**config.mk**
```make
export PLATFORM = sky130hd
export DESIGN_NAME = anseq_ctrl
export DESIGN_NICKNAME = d
export VERILOG_FILES = /design/src/hdl/anseq_pkg.sv /design/src/hdl/anseq_ctrl.sv
export SDC_FILE = /design/constraint.sdc
export NUM_CORES = 1
export LEC_CHECK = 0
export BUFFER_PORTS_ARGS = -buffer_cell sky130_fd_sc_hd__buf_4
export CAP_MARGIN = 25
export CORE_AREA = 5 5 52 45
export DETAILED_ROUTE_END_ITERATION = 8
export DIE_AREA = 0 0 57 50
export PLACE_DENSITY = 0.84
export SLEW_MARGIN = 20
export SYNTH_ARGS = -nofsm -noshare
export SYNTH_HDL_FRONTEND = slang
export SYNTH_SLANG_ARGS = --single-unit
```
**constraint.sdc**
```tcl
create_clock -name clk -period 2.2 [get_ports clk]
set_input_delay 0.22 -clock clk [delete_from_list [all_inputs] [get_ports clk]]
set_output_delay 0.22 -clock clk [all_outputs]
set_load 0.1 [all_outputs]
```
**src/hdl/anseq_pkg.sv**
```systemverilog
package anseq_pkg;

	localparam int SCRIPT_DEPTH = 256;
	localparam int NEST_LIMIT   = 16;
	localparam int STEP_LIMIT   = 1024;
	localparam int FRAME_COST   = 100;

	localparam int AW  = $clog2(SCRIPT_DEPTH);
	localparam int NW  = $clog2(NEST_LIMIT);
	localparam int NDW = $clog2(NEST_LIMIT + 1);
	localparam int VW  = $clog2(STEP_LIMIT + 1);
	localparam int BW  = 16;

	typedef enum logic [2:0] {
		CMD_LOAD    = 3'd0,
		CMD_START   = 3'd1,
		CMD_TICK    = 3'd2,
		CMD_THROUGH = 3'd3,
		CMD_ARM     = 3'd4
	} cmd_t;

	typedef enum logic [1:0] {
		OP_END  = 2'd0,
		OP_DRAW = 2'd1,
		OP_LOOP = 2'd2,
		OP_REP  = 2'd3
	} op_t;

	localparam logic [1:0] REP_IDLE    = 2'd0;
	localparam logic [1:0] REP_ARMED   = 2'd1;
	localparam logic [1:0] REP_REACHED = 2'd2;

	typedef struct packed {
		cmd_t        cmd;
		logic [7:0]  entry_index;
		op_t         opcode;
		logic [6:0]  arg_a;
		logic [15:0] duration;
		logic [7:0]  event_code;
		logic [14:0] advance;
		logic        end_hold;
		logic [7:0]  loop_total;
	} req_t;

	typedef struct packed {
		logic [6:0]  frame_chip;
		logic [7:0]  step_position;
		logic [15:0] frame_count;
		logic        playing;
		logic [7:0]  raised_event;
		logic [1:0]  repeat_status;
		logic        fault;
	} rsp_t;

	typedef struct packed {
		op_t         opcode;
		logic [6:0]  arg;
		logic [15:0] dur;
		logic [7:0]  evt;
	} entry_t;

	typedef struct packed {
		logic accept;
		logic fetch;
		logic exec;
		logic scan_rd;
		logic scan_ev;
		logic emit;
	} ctl_t;

	typedef struct packed {
		logic run;
		logic walk;
		logic over;
		logic need_scan;
		logic scan_done;
	} st_t;

endpackage

```
**src/hdl/anseq_ctrl.sv**
```systemverilog
module anseq_ctrl import anseq_pkg::*; (
	input  logic clk,
	input  logic arst_n,
	input  logic start,
	input  req_t req,
	input  st_t  st,
	output ctl_t ctl,
	output logic busy,
	output logic strobe
);

	typedef enum logic [6:0] {
		S_IDLE    = 7'b0000001,
		S_FETCH   = 7'b0000010,
		S_EXEC    = 7'b0000100,
		S_SCAN_RD = 7'b0001000,
		S_SCAN_EV = 7'b0010000,
		S_OUT_RD  = 7'b0100000,
		S_OUT     = 7'b1000000
	} state_t;

	state_t state_q, state_d;

	always_comb begin
		state_d = state_q;
		case (state_q)
			S_IDLE: begin
				if (start) begin
					if (req.cmd == CMD_TICK && st.run) state_d = S_FETCH;
					else state_d = S_OUT_RD;
				end
			end
			S_FETCH: begin
				if (!st.walk || st.over) state_d = S_OUT_RD;
				else state_d = S_EXEC;
			end
			S_EXEC: begin
				if (st.need_scan) state_d = S_SCAN_RD;
				else state_d = S_FETCH;
			end
			S_SCAN_RD: state_d = S_SCAN_EV;
			S_SCAN_EV: begin
				if (st.scan_done) state_d = S_FETCH;
				else state_d = S_SCAN_RD;
			end
			S_OUT_RD: state_d = S_OUT;
			S_OUT:    state_d = S_IDLE;
			default:  state_d = S_IDLE;
		endcase
	end

	always_ff @(posedge clk or negedge arst_n) begin
		if (!arst_n) state_q <= S_IDLE;
		else state_q <= state_d;
	end

	assign busy        = (state_q != S_IDLE);
	assign strobe      = (state_q == S_OUT);
	assign ctl.accept  = start && (state_q == S_IDLE);
	assign ctl.fetch   = (state_q == S_FETCH);
	assign ctl.exec    = (state_q == S_EXEC);
	assign ctl.scan_rd = (state_q == S_SCAN_RD);
	assign ctl.scan_ev = (state_q == S_SCAN_EV);
	assign ctl.emit    = (state_q == S_OUT);

endmodule

```
Word-level counts from Yosys, hierarchy flattened
Cells that the tools add are included.
Operators by class
  equal/unequal tests: 10
  multiplexer cells: 6
  reductions and logical operators: 4
Operators with widths (count)
  $pmux 7 s6: 1
  $mux 6: 2
  $mux 4: 2
  $eq 7x1->1 const B: 1
  $eq 7x2->1 const B: 1
  $eq 7x3->1 const B: 1
  $eq 7x4->1 const B: 1
  $eq 7x5->1 const B: 1
  $eq 7x6->1 const B: 1
  $eq 7x7->1 const B: 1
  $mux 7: 1
  $ne 7x1->1 const B: 1
  $eq 3x2->1 const B: 1
  $logic_and 1x1->1: 2
  $ne 2x2->1 const B: 1
  $logic_not 1->1: 1
  $logic_or 1x1->1: 1
Word-level totals
  flip-flop bits (word level): 7
  input port bits: 76
  output and inout port bits: 8

Longest topological paths before layout
Gate-level depths: netlist of the first run.
  word-level depth: 5
  mapped depth: 4

Worst setup path before layout of the first run
OpenSTA, ideal clock, no wires.
  path type: register to output
  start point: register state_q[1]
  end point: output ctl[5] (netlist bit)
  arrival: 3225 ps
  path slack: -1245 ps
  stages on the path, launching flop included: 4
  cells stage by stage: dfrtp_1 nor4_4 nand3_1 nor2_1
RTL lines
  start: declaration: RTL line anseq_ctrl.sv:22  | state_t state_q, state_d;
  start signal: assignment: RTL line anseq_ctrl.sv:54  | else state_q <= state_d;
  end: declaration: RTL line anseq_ctrl.sv:7  | output ctl_t ctl,

==> results of run 1 <==
-- path summary, 6_finish.rpt --
check	start	to	slack, ns	cells past startpoint
worst max-delay path	state_q[1]$_DFFE_PN0P_	ctl[5]	0.26	4
worst min-delay path	st[1]	state_q[3]$_DFFE_PN0P_	0.19	2
worst max register to register	state_q[1]$_DFFE_PN0P_	state_q[5]$_DFFE_PN0P_	0.80	3
worst min register to register	state_q[6]$_DFFE_PN0P_	state_q[5]$_DFFE_PN0P_	0.59	1
max in group asynchronous	arst_n	state_q[0]$_DFFE_PN1P_	1.69	2
min in group asynchronous	arst_n	state_q[4]$_DFFE_PN0P_	0.30	2
-- worst max-delay path: stages (launching register included) --
cell	delay, ns
dfrtp_1	0.44
nor4_4	0.46
nand3_2	0.16
nor2_4	0.12
buf_4	0.28
-- layout make-up --
type	instances	share of cell area (%)
repair buffers	19	21.56
inverters	3	1.673
multi-input cells	36	42.19
flip-flops and latches	7	26.21
well taps	24	4.461
clock buffers	4	3.903
-- kinds of logic (layout without fill, tap and decap cells) --
family	Yosys count	in the layout	synth area share (%)
XOR/XNOR	2	2	3.724
AO/OA/AOI/OAI	6	6	9.576
buffers and inverters	5	26	5.053
flip-flops	7	7	37.50
AND/OR/NAND/NOR	28	28	44.15
-- cell usage after synthesis (2+ instances only) --
cell | n | share of area, %
and4b_1 | 3 | 6.4
dfrtp_1 | 6 | 32
inv_1 | 3 | 2.4
nand2b_1 | 2 | 2.7
nand3_1 | 3 | 3.2
nand4b_1 | 2 | 3.7
nor2_1 | 5 | 4.0
nor2b_1 | 2 | 2.7
xor2_1 | 2 | 3.7
-- report_power, final --
group,total [mW],internal [mW],switching (mW),leakage [nW]
Combinational,0.423,0.130,0.293,0.227
Clock,0.124,0.0697,0.0548,0.0150
Sequential,0.214,0.162,0.0518,0.0927
Total,0.761,0.362,0.399,0.335
-- layer usage --
| metal | global-route usage, % | share of wire (%) |
|---|---|---|
| met1 | 11.76 | 47 |
| met2 | 12.93 | 41 |
| met3 | 6.527 | 12 |
| met4 | 2.317 | 0 |
| met5 | 0 | 0 |
-- stage by stage --
step / std cells / TNS, ns / util [%] / hold slack (ns)
finish: 93 / 0 / 37.68 / 0.1870
global route: 93 / 0 / 37.68 / 0.1961
CTS: 93 / 0 / 37.68 / 0.1820
detailed placement: 88 / 0 / 35.64 / 0.04120
global placement: 88 / 0 / 35.64 / 0.03666
floorplan: 48 / -0.07009 / - / -0.07559
-- repair_timing --
item,4_1_cts,5_1_grt
endpoints found under the setup margin,0,0
hold buffers,1,0
resized for setup,0,0
endpoints found under the hold margin,7,0
==> impl_metrics.prom, run 1 <==
# TYPE chip_impl_metric gauge
chip_impl_metric{name="postPlaceCellArea",unit="sq um"} 636.9
chip_impl_info{name="critical_path.startpoint_type",value="flop"} 1
chip_impl_metric{name="place_hpwl",unit="um"} 905.8
chip_impl_metric{name="period_minus_slack",unit="ns"} 1.940
chip_impl_metric{name="grt_first_pass_wirelength",unit="mm"} 2.001
chip_impl_info{name="main_flop_type_after_synthesis",value="dfrtp_1"} 1
chip_impl_metric{name="irDropWorstVdd",unit="uV"} 1240
chip_impl_metric{name="area.growth.synth_to_final",unit="%"} 43.09
chip_impl_metric{name="worst_ep_arrival",unit="ns"} 1.72
chip_impl_metric{name="cts_setup_buffers",unit=""} 0
chip_impl_metric{name="placementRows",unit=""} 14
chip_impl_metric{name="die_area",unit="sq um"} 2850
chip_impl_metric{name="layout.cell_area.non_filler",unit="sq um"} 673.1
chip_impl_metric{name="synth.ff_latch_count",unit=""} 7
chip_impl_metric{name="synth_warnings",unit=""} 0
chip_impl_info{name="most_used_cells_in_the_layout_excluding_fill_and_tap_cells",value="buf_4, dfrtp_1, nor2_1, inv_1, clkbuf_4"} 1
chip_impl_metric{name="numCtsBuffers",unit=""} 3
chip_impl_metric{name="final_critical_path_setup_slack",unit="ns"} 0.2598
chip_impl_metric{name="avgSynthCellArea",unit="sq um"} 9.801
chip_impl_metric{name="powerDensity",unit="nW/um^2"} 1131
chip_impl_metric{name="mappedNetlistArea",unit="sq um"} 470.5
chip_impl_metric{name="synth_edf_count",unit=""} 0
chip_impl_metric{name="vias",unit=""} 460
chip_impl_info{name="criticalPathCategory",value="flop to output port"} 1
chip_impl_metric{name="clkLatencyLatePin",unit="ns"} 0.26
chip_impl_metric{name="route.detailed.drc",unit=""} 0
chip_impl_metric{name="largest_reg_flops",unit=""} 7
chip_impl_metric{name="floorplan.core_area",unit="sq um"} 1787
chip_impl_metric{name="finalSetupViolations",unit=""} 0
chip_impl_metric{name="drt_iter0_markers",unit=""} 1
chip_impl_metric{name="place_ws",unit="ns"} 0.5362
chip_impl_info{name="commonest_non_fill_non_tap_cell_in_the_layout",value="buf_4"} 1
chip_impl_metric{name="finish.net_count",unit=""} 146
chip_impl_metric{name="syn_inst",unit=""} 48
chip_impl_metric{name="num_antenna_cells",unit=""} 0
chip_impl_metric{name="die_y",unit="um"} 50
chip_impl_metric{name="seq_area_frac_synth",unit="%"} 37.50
chip_impl_metric{name="routed_wire_length_per_instance",unit="um"} 12.75
chip_impl_metric{name="max_slew.worst_pin.slew",unit="ns"} 0.4315
chip_impl_metric{name="drv.max_cap_violation_count",unit=""} 0
chip_impl_metric{name="share_of_synthesized_flip_flops_with_an_asynchronous_set_or_reset",unit="%"} 100.0
chip_impl_info{name="max_flop_register",value="state_q"} 1
chip_impl_metric{name="cp_max_fo",unit=""} 7
chip_impl_metric{name="finClkSkew",unit="ns"} 0.003778
chip_impl_metric{name="fmax",unit="GHz"} 0.5154
chip_impl_metric{name="cts.path.max_buffers",unit=""} 2
chip_impl_metric{name="drv_slew",unit=""} 0
chip_impl_metric{name="via_per_inst",unit=""} 4.946
chip_impl_metric{name="drtPass1Iterations",unit=""} 4
chip_impl_metric{name="antenna_violating_nets_post_route",unit=""} 0
chip_impl_metric{name="cp.required",unit="ns"} 1.98
chip_impl_metric{name="post_route_cells_drive_above_1_share",unit="%"} 39.13
chip_impl_metric{name="io-pin-count",unit=""} 84
chip_impl_metric{name="global_route.overflow_total",unit=""} 0
chip_impl_info{name="grt_setup_unrepaired",value="no"} 1
chip_impl_metric{name="grt_antenna_before_repair",unit=""} 0
chip_impl_metric{name="seq_area",unit="sq um"} 176.4
chip_impl_metric{name="fillerInstances",unit=""} 199
chip_impl_metric{name="grt_pass1_vias",unit=""} 457
chip_impl_metric{name="h_tree_level_count",unit=""} 1
chip_impl_metric{name="grt_max_degree",unit=""} 11
chip_impl_info{name="clockRootBuffer",value="clkbuf_4"} 1
chip_impl_metric{name="gr-usage-all-layers",unit="%"} 9.393
chip_impl_metric{name="die_width",unit="um"} 57
chip_impl_metric{name="number_of_endpoints_with_negative_hold_slack_in_the_final_report",unit=""} 0
chip_impl_info{name="top_regs",value="state_q (7)"} 1
chip_impl_metric{name="port_buffers",unit=""} 18
chip_impl_info{name="critical_path.endpoint_type",value="output port"} 1
chip_impl_metric{name="max-slew-margin-rel",unit="%"} 70.84
chip_impl_metric{name="gpl.final_weighted_congestion",unit=""} 0.7799
chip_impl_info{name="min_path_type",value="primary input to flop"} 1
chip_impl_metric{name="final_min_period_over_clock_period",unit="%"} 88.19
chip_impl_info{name="outcome",value="completed"} 1
chip_impl_metric{name="clk_pin_slew",unit="ns"} 0.06
chip_impl_metric{name="multi_input_comb_area",unit="sq um"} 284.0
chip_impl_metric{name="wirelength",unit="mm"} 1.186
chip_impl_metric{name="mappedNetlistNets",unit=""} 124
chip_impl_metric{name="initial_core_util",unit="%"} 26.33
chip_impl_metric{name="synth.distinct_cells",unit=""} 29
chip_impl_info{name="cts_tree",value="built"} 1
chip_impl_metric{name="total_power",unit="mW"} 0.7611
chip_impl_metric{name="cts.sink_count",unit=""} 7
chip_impl_metric{name="power.leakage",unit="nW"} 0.3350
Note: power is estimated with default switching activity, not from simulation.
==> run 2, diff against run 1 <==
--- a/config.mk
+++ b/config.mk
@@ -7,10 +7,10 @@
 export LEC_CHECK = 0
 export BUFFER_PORTS_ARGS = -buffer_cell sky130_fd_sc_hd__buf_4
 export CAP_MARGIN = 25
-export CORE_AREA = 5 5 52 45
+export CORE_AREA = 5 5 57 49
 export DETAILED_ROUTE_END_ITERATION = 8
-export DIE_AREA = 0 0 57 50
-export PLACE_DENSITY = 0.84
+export DIE_AREA = 0 0 62 54
+export PLACE_DENSITY = 0.74
 export SLEW_MARGIN = 20
 export SYNTH_ARGS = -nofsm -noshare
 export SYNTH_HDL_FRONTEND = slang
==> constraint.sdc (replaced) <==
create_clock -name clk -period 1.61 [get_ports clk]
set_input_delay 0.161 -clock clk [delete_from_list [all_inputs] [get_ports clk]]
set_output_delay 0.161 -clock clk [all_outputs]
set_load 0.1 [all_outputs]
==> impl_metrics.prom, run 2 (same netlist as run 1, synthesis figures left out) <==
# TYPE chip_impl_metric gauge
chip_impl_info{name="outcome",value="complete, but fails checks"} 1
chip_impl_info{name="failing_checks",value="setup timing"} 1
chip_impl_metric{name="number_of_endpoints_with_negative_hold_slack_in_the_final_report",unit=""} 0
chip_impl_info{name="max_flop_register",value="state_q"} 1
chip_impl_metric{name="numCtsBuffers",unit=""} 3
chip_impl_metric{name="power.leakage",unit="nW"} 0.4046
chip_impl_metric{name="h_tree_level_count",unit=""} 1
chip_impl_metric{name="antenna_violating_nets_post_route",unit=""} 0
chip_impl_info{name="criticalPathCategory",value="flop to output port"} 1
chip_impl_metric{name="die_area",unit="sq um"} 3348
chip_impl_info{name="critical_path.endpoint_type",value="output port"} 1
chip_impl_info{name="min_path_type",value="primary input to flop"} 1
chip_impl_metric{name="rr_worst_depth",unit=""} 5
chip_impl_metric{name="gr-usage-all-layers",unit="%"} 9.398
chip_impl_metric{name="clkLatencyLatePin",unit="ns"} 0.25
chip_impl_info{name="clockRootBuffer",value="clkbuf_4"} 1
chip_impl_metric{name="vias",unit=""} 522
chip_impl_metric{name="reg2reg_setup_slack",unit="ns"} 0.12
chip_impl_metric{name="die_y",unit="um"} 54
chip_impl_metric{name="cts.path.max_buffers",unit=""} 2
chip_impl_metric{name="cts.sink_count",unit=""} 7
chip_impl_metric{name="setup_tns_final",unit="ns"} -0.3152
chip_impl_metric{name="powerDensity",unit="nW/um^2"} 1520
chip_impl_info{name="grt_setup_unrepaired",value="yes"} 1
chip_impl_metric{name="area.growth.synth_to_final",unit="%"} 88.03
chip_impl_metric{name="via_per_inst",unit=""} 4.971
chip_impl_metric{name="clk_pin_slew",unit="ns"} 0.06
chip_impl_metric{name="worst_ep_arrival",unit="ns"} 1.52
chip_impl_metric{name="cp_max_fo",unit=""} 4
chip_impl_metric{name="initial_core_util",unit="%"} 20.98
chip_impl_metric{name="grt_antenna_before_repair",unit=""} 0
chip_impl_metric{name="wirelength",unit="mm"} 1.435
chip_impl_metric{name="largest_reg_flops",unit=""} 7
chip_impl_metric{name="finish.net_count",unit=""} 155
chip_impl_metric{name="fillerInstances",unit=""} 230
chip_impl_metric{name="placementRows",unit=""} 16
chip_impl_metric{name="cp.required",unit="ns"} 1.45
chip_impl_metric{name="drv_slew",unit=""} 0
chip_impl_metric{name="place_hpwl",unit="um"} 979.5
chip_impl_metric{name="period_minus_slack",unit="ns"} 1.682
chip_impl_metric{name="route.detailed.drc",unit=""} 0
chip_impl_info{name="crit_end",value="ctl[5]"} 1
chip_impl_metric{name="drv.max_cap_violation_count",unit=""} 0
chip_impl_metric{name="drtPass1Iterations",unit=""} 4
chip_impl_metric{name="final_min_period_over_clock_period",unit="%"} 104.5
chip_impl_metric{name="port_buffers",unit=""} 18
chip_impl_info{name="most_used_cells_in_the_layout_excluding_fill_and_tap_cells",value="buf_4, buf_12, dfrtp_2"} 1
chip_impl_metric{name="grt_first_pass_wirelength",unit="mm"} 2.214
chip_impl_metric{name="post_route_cells_drive_above_1_share",unit="%"} 58.97
chip_impl_metric{name="multi_input_comb_area",unit="sq um"} 332.8
chip_impl_metric{name="finalSetupViolations",unit=""} 6
chip_impl_metric{name="io-pin-count",unit=""} 84
chip_impl_metric{name="layout.cell_area.non_filler",unit="sq um"} 884.6
chip_impl_metric{name="die_width",unit="um"} 62
chip_impl_info{name="commonest_non_fill_non_tap_cell_in_the_layout",value="buf_4"} 1
chip_impl_metric{name="drt_iter0_markers",unit=""} 12
chip_impl_metric{name="irDropWorstVdd",unit="uV"} 999.2
chip_impl_metric{name="fmax",unit="GHz"} 0.5946
chip_impl_metric{name="max_slew.worst_pin.slew",unit="ns"} 0.4187
chip_impl_metric{name="seq_area",unit="sq um"} 181.4
chip_impl_metric{name="routed_wire_length_per_instance",unit="um"} 13.67
chip_impl_metric{name="floorplan.core_area",unit="sq um"} 2242
chip_impl_metric{name="final_critical_path_setup_slack",unit="ns"} -0.07176
chip_impl_info{name="crit_start",value="state_q[3]$_DFFE_PN0P_"} 1
chip_impl_info{name="top_regs",value="state_q (7)"} 1
chip_impl_info{name="critical_path.startpoint_type",value="flop"} 1
chip_impl_metric{name="grt_max_degree",unit=""} 10
chip_impl_metric{name="global_route.overflow_total",unit=""} 0
chip_impl_metric{name="max-slew-margin-rel",unit="%"} 71.71
chip_impl_metric{name="gpl.final_weighted_congestion",unit=""} 0.7971
chip_impl_metric{name="postPlaceCellArea",unit="sq um"} 666.9
chip_impl_metric{name="num_antenna_cells",unit=""} 0
chip_impl_metric{name="post-route-util",unit="%"} 39.45
chip_impl_metric{name="grt_pass1_vias",unit=""} 497
chip_impl_info{name="cts_tree",value="built"} 1
chip_impl_info{name="worst_r2r_endpoint",value="state_q[5]$_DFFE_PN0P_"} 1
chip_impl_metric{name="finClkSkew",unit="ns"} 0.0002306
chip_impl_info{name="crit-reg2reg-launch",value="state_q[3]$_DFFE_PN0P_"} 1
==> run 2: cell count changes in the layout (fill, tap and decap cells not counted), moves of 2 or more <==
cell,delta
buf_12,+6
dfrtp_1,-4
dfrtp_2,+4
nor2_4,+2
nor2_1,-2
==> run 2: metrics by stage <==
| stage | cells | worst slack [ns] | hold WS (ns) | total power [mW] |
|---|---|---|---|---|
| 2_1_floorplan | 48 | -0.3519 | -0.1346 | 0.7815 |
| 3_3_place_gp | 93 | 0.08380 | -0.02039 | 0.9170 |
| 3_5_place_dp | 93 | 0.06320 | -0.01953 | 0.9282 |
| 4_1_cts | 101 | -0.1032 | 0.1369 | 1.233 |
| 5_1_grt | 105 | -0.1661 | 0.1425 | 1.415 |
| 6_report | 105 | -0.07176 | 0.1443 | 1.344 |
==> run 2: timing repair <==
action,in CTS,in global routing
endpoints found under the setup margin,8,8
hold buffers,1,0
cloned,0,0
pin swaps,5,3
buffers inserted,3,4
hold endpoints to repair,7,0
resized for setup,27,7
==> run 2: area by class of cell <==
| class | count | share of cell area, % |
|---|---|---|
| Sequential cell | 7 | 20.51 |
| Multi-Input combinational cell | 36 | 37.62 |
| Tap cell | 27 | 3.819 |
| Clock buffer | 4 | 2.970 |
| Timing Repair Buffer | 28 | 33.80 |
| Inverter | 3 | 1.273 |
==> run 2: worst min-delay path by stage <==
stage	from	endpoint	slack (ns)	depth (start not counted)
after floorplan	arst_n	state_q[1]$_DFFE_PN0P_	-0.13	0
after CTS	st[1]	state_q[3]$_DFFE_PN0P_	0.14	2
after global placement	arst_n	state_q[6]$_DFFE_PN0P_	-0.02	1
after detailed placement	arst_n	state_q[4]$_DFFE_PN0P_	-0.02	1
after global routing	st[1]	state_q[3]$_DFFE_PN0P_	0.14	2
final	st[1]	state_q[3]$_DFFE_PN0P_	0.14	2
==> run 2: critical path, stage by stage (launching register included) <==
cell and delay [ns]:
dfrtp_2 0.43, nor4_4 0.27, buf_4 0.19, nand3_4 0.09, nor2_4 0.11, buf_12 0.18
==> run 2: metal layers <==
metal  vias up  wire length (um)  global-route usage (%)
met3         6                95                   5.036
met5         -                 0                       0
met2        30               724                   16.38
met4         0                19                       0
met1       245               595                   10.75
li1        241                 -                       -
==> run 2: where the power goes <==
group	internal (mW)	total (mW)	switching, mW
Clock	0.0951	0.168	0.0727
Combinational	0.376	0.895	0.520
Sequential	0.224	0.281	0.0570
==> run 3, diff against run 2 <==
--- a/config.mk
+++ b/config.mk
@@ -11,7 +11,8 @@
 export DETAILED_ROUTE_END_ITERATION = 8
 export DIE_AREA = 0 0 62 54
 export PLACE_DENSITY = 0.74
-export SLEW_MARGIN = 20
+export RECOVER_POWER = 50
+export SETUP_SLACK_MARGIN = 0.2
 export SYNTH_ARGS = -nofsm -noshare
 export SYNTH_HDL_FRONTEND = slang
 export SYNTH_SLANG_ARGS = --single-unit
==> impl_metrics.prom, run 3 (same netlist as run 1, synthesis figures left out) <==
# TYPE chip_impl_metric gauge
chip_impl_metric{name="number_of_endpoints_with_negative_hold_slack_in_the_final_report",unit=""} 0
chip_impl_info{name="cts_tree",value="built"} 1
chip_impl_metric{name="die_area",unit="sq um"} 3348
chip_impl_metric{name="antenna_violating_nets_post_route",unit=""} 0
chip_impl_metric{name="post-route-util",unit="%"} 41.35
chip_impl_info{name="grt_setup_unrepaired",value="yes"} 1
chip_impl_metric{name="vias",unit=""} 520
chip_impl_metric{name="max_slew.worst_pin.slew",unit="ns"} 0.4210
chip_impl_info{name="min_path_type",value="primary input to flop"} 1
chip_impl_metric{name="gpl.final_weighted_congestion",unit=""} 0.7866
chip_impl_metric{name="power.leakage",unit="nW"} 0.4123
chip_impl_metric{name="post_route_cells_drive_above_1_share",unit="%"} 61.45
chip_impl_metric{name="floorplan.core_area",unit="sq um"} 2242
chip_impl_metric{name="initial_core_util",unit="%"} 20.98
chip_impl_metric{name="period_minus_slack",unit="ns"} 1.692
chip_impl_metric{name="route.detailed.drc",unit=""} 0
chip_impl_metric{name="finalSetupViolations",unit=""} 7
chip_impl_metric{name="clk_pin_slew",unit="ns"} 0.06
chip_impl_metric{name="grt_antenna_before_repair",unit=""} 0
chip_impl_metric{name="place.detailed.instances",unit=""} 97
chip_impl_info{name="most_used_cells_in_the_layout_excluding_fill_and_tap_cells",value="buf_4, buf_12"} 1
chip_impl_metric{name="cp.required",unit="ns"} 1.45
chip_impl_metric{name="final_min_period_over_clock_period",unit="%"} 105.1
chip_impl_metric{name="die_width",unit="um"} 62
chip_impl_metric{name="via_per_inst",unit=""} 4.727
chip_impl_metric{name="io-pin-count",unit=""} 84
chip_impl_metric{name="cts.path.max_buffers",unit=""} 2
chip_impl_metric{name="max-slew-margin-rel",unit="%"} 71.93
chip_impl_info{name="critical_path.endpoint_type",value="output port"} 1
chip_impl_info{name="critical_path.startpoint_type",value="flop"} 1
chip_impl_metric{name="port_buffers",unit=""} 18
chip_impl_metric{name="powerDensity",unit="nW/um^2"} 1441
chip_impl_info{name="outcome",value="complete, but fails checks"} 1
chip_impl_metric{name="drt_iter0_markers",unit=""} 5
chip_impl_metric{name="die_y",unit="um"} 54
chip_impl_metric{name="final_critical_path_setup_slack",unit="ns"} -0.08211
chip_impl_metric{name="instances_no_fill",unit=""} 110
chip_impl_metric{name="clkLatencyLatePin",unit="ns"} 0.26
chip_impl_info{name="clockRootBuffer",value="clkbuf_4"} 1
chip_impl_info{name="failing_checks",value="setup timing"} 1
chip_impl_metric{name="drtPass1Iterations",unit=""} 4
chip_impl_metric{name="met3_wirelength",unit="um"} 119
chip_impl_metric{name="irDropWorstVdd",unit="uV"} 1028
chip_impl_metric{name="met1_length",unit="um"} 580
chip_impl_metric{name="cp_max_fo",unit=""} 2
chip_impl_metric{name="area.growth.synth_to_final",unit="%"} 97.07
chip_impl_metric{name="wirelength",unit="mm"} 1.529
chip_impl_metric{name="fmax",unit="GHz"} 0.5910
chip_impl_metric{name="h_tree_level_count",unit=""} 1
chip_impl_metric{name="drv.max_cap_violation_count",unit=""} 0
chip_impl_info{name="top_regs",value="state_q (7)"} 1
chip_impl_metric{name="finClkSkew",unit="ns"} 0.001408
chip_impl_metric{name="routed_wire_length_per_instance",unit="um"} 13.90
chip_impl_info{name="criticalPathCategory",value="flop to output port"} 1
chip_impl_metric{name="place_hpwl",unit="mm"} 1.078
chip_impl_metric{name="worst_ep_arrival",unit="ns"} 1.53
chip_impl_metric{name="grt_first_pass_wirelength",unit="mm"} 2.525
chip_impl_metric{name="drv_slew",unit=""} 0
chip_impl_metric{name="grt_max_degree",unit=""} 8
chip_impl_info{name="max_flop_register",value="state_q"} 1
chip_impl_metric{name="grt_pass1_vias",unit=""} 559
chip_impl_metric{name="gr-usage-all-layers",unit="%"} 11.05
chip_impl_metric{name="cts.sink_count",unit=""} 7
chip_impl_metric{name="placementRows",unit=""} 16
chip_impl_info{name="commonest_non_fill_non_tap_cell_in_the_layout",value="buf_4"} 1
chip_impl_metric{name="largest_reg_flops",unit=""} 7
chip_impl_metric{name="numCtsBuffers",unit=""} 3
chip_impl_metric{name="route.met2.wl",unit="um"} 802
chip_impl_metric{name="global_route.overflow_total",unit=""} 0
chip_impl_info{name="dr.max_layer_used",value="met4"} 1
chip_impl_metric{name="finish.net_count",unit=""} 160
chip_impl_metric{name="num_antenna_cells",unit=""} 0
run 3: critical path, stage by stage (launching register included):
cell	delay [ns]
dfrtp_1	0.41
nor4_4	0.31
buf_4	0.18
nand3_4	0.08
nor2_4	0.11
buf_12	0.18
run 3: metrics by stage:
step	TNS [ns]	total power, mW	hold WS, ns	instance area [sq um]	setup WS, ns
after floorplan	-0.6580	0.8259	-0.1346	520.5	-0.3519
after global placement	0	0.9533	-0.02098	715.7	0.1072
after detailed placement	0	0.9691	-0.01687	715.7	0.06854
after CTS	-0.4686	1.308	0.1382	909.6	-0.1061
after global routing	-0.9141	1.411	0.1382	927.1	-0.1488
final	-0.3484	1.336	0.1468	927.1	-0.08211
run 3: area by class of cell:
class	instances	area, sq um
fillers	241	1315
flip-flops and latches	7	180.2
well taps	27	33.78
inverters	3	15.01
clock buffers	4	26.28
multi-input cells	36	337.8
repair buffers	33	334.1
run 3: what timing repair did:
item,CTS,global route
hold buffers,1,0
endpoints found under the hold margin,7,0
setup buffers,6,2
resized for setup,30,1
pin swaps,4,3
endpoints found under the setup margin,8,12
run 3: routing by layer:
layer / vias up / track usage [%]
li1: 249 / -
met1: 249 / 11.42
met2: 19 / 18.97
met3: 3 / 4.796
met4: 0 / 5.300
met5: - / 0
run 3: final timing paths:
path | start | depth (start not counted) | end | slack [ns]
max | state_q[1]$_DFFE_PN0P_ | 5 | ctl[5] | -0.08
min | st[1] | 2 | state_q[3]$_DFFE_PN0P_ | 0.15
max reg2reg | state_q[1]$_DFFE_PN0P_ | 5 | state_q[5]$_DFFE_PN0P_ | 0.14
min reg2reg | state_q[3]$_DFFE_PN0P_ | 3 | state_q[5]$_DFFE_PN0P_ | 0.62
max in group asynchronous | arst_n | 2 | state_q[0]$_DFFE_PN1P_ | 0.94
min in group asynchronous | arst_n | 2 | state_q[6]$_DFFE_PN0P_ | 0.34
run 3: where the power goes:
| group | leakage, nW | internal [mW] | total (mW) | switching [mW] |
|---|---|---|---|---|
| Combinational | 0.309 | 0.366 | 0.862 | 0.496 |
| Clock | 0.0150 | 0.0953 | 0.171 | 0.0753 |
| Sequential | 0.0880 | 0.224 | 0.304 | 0.0803 |
| Total | 0.412 | 0.685 | 1.34 | 0.651 |
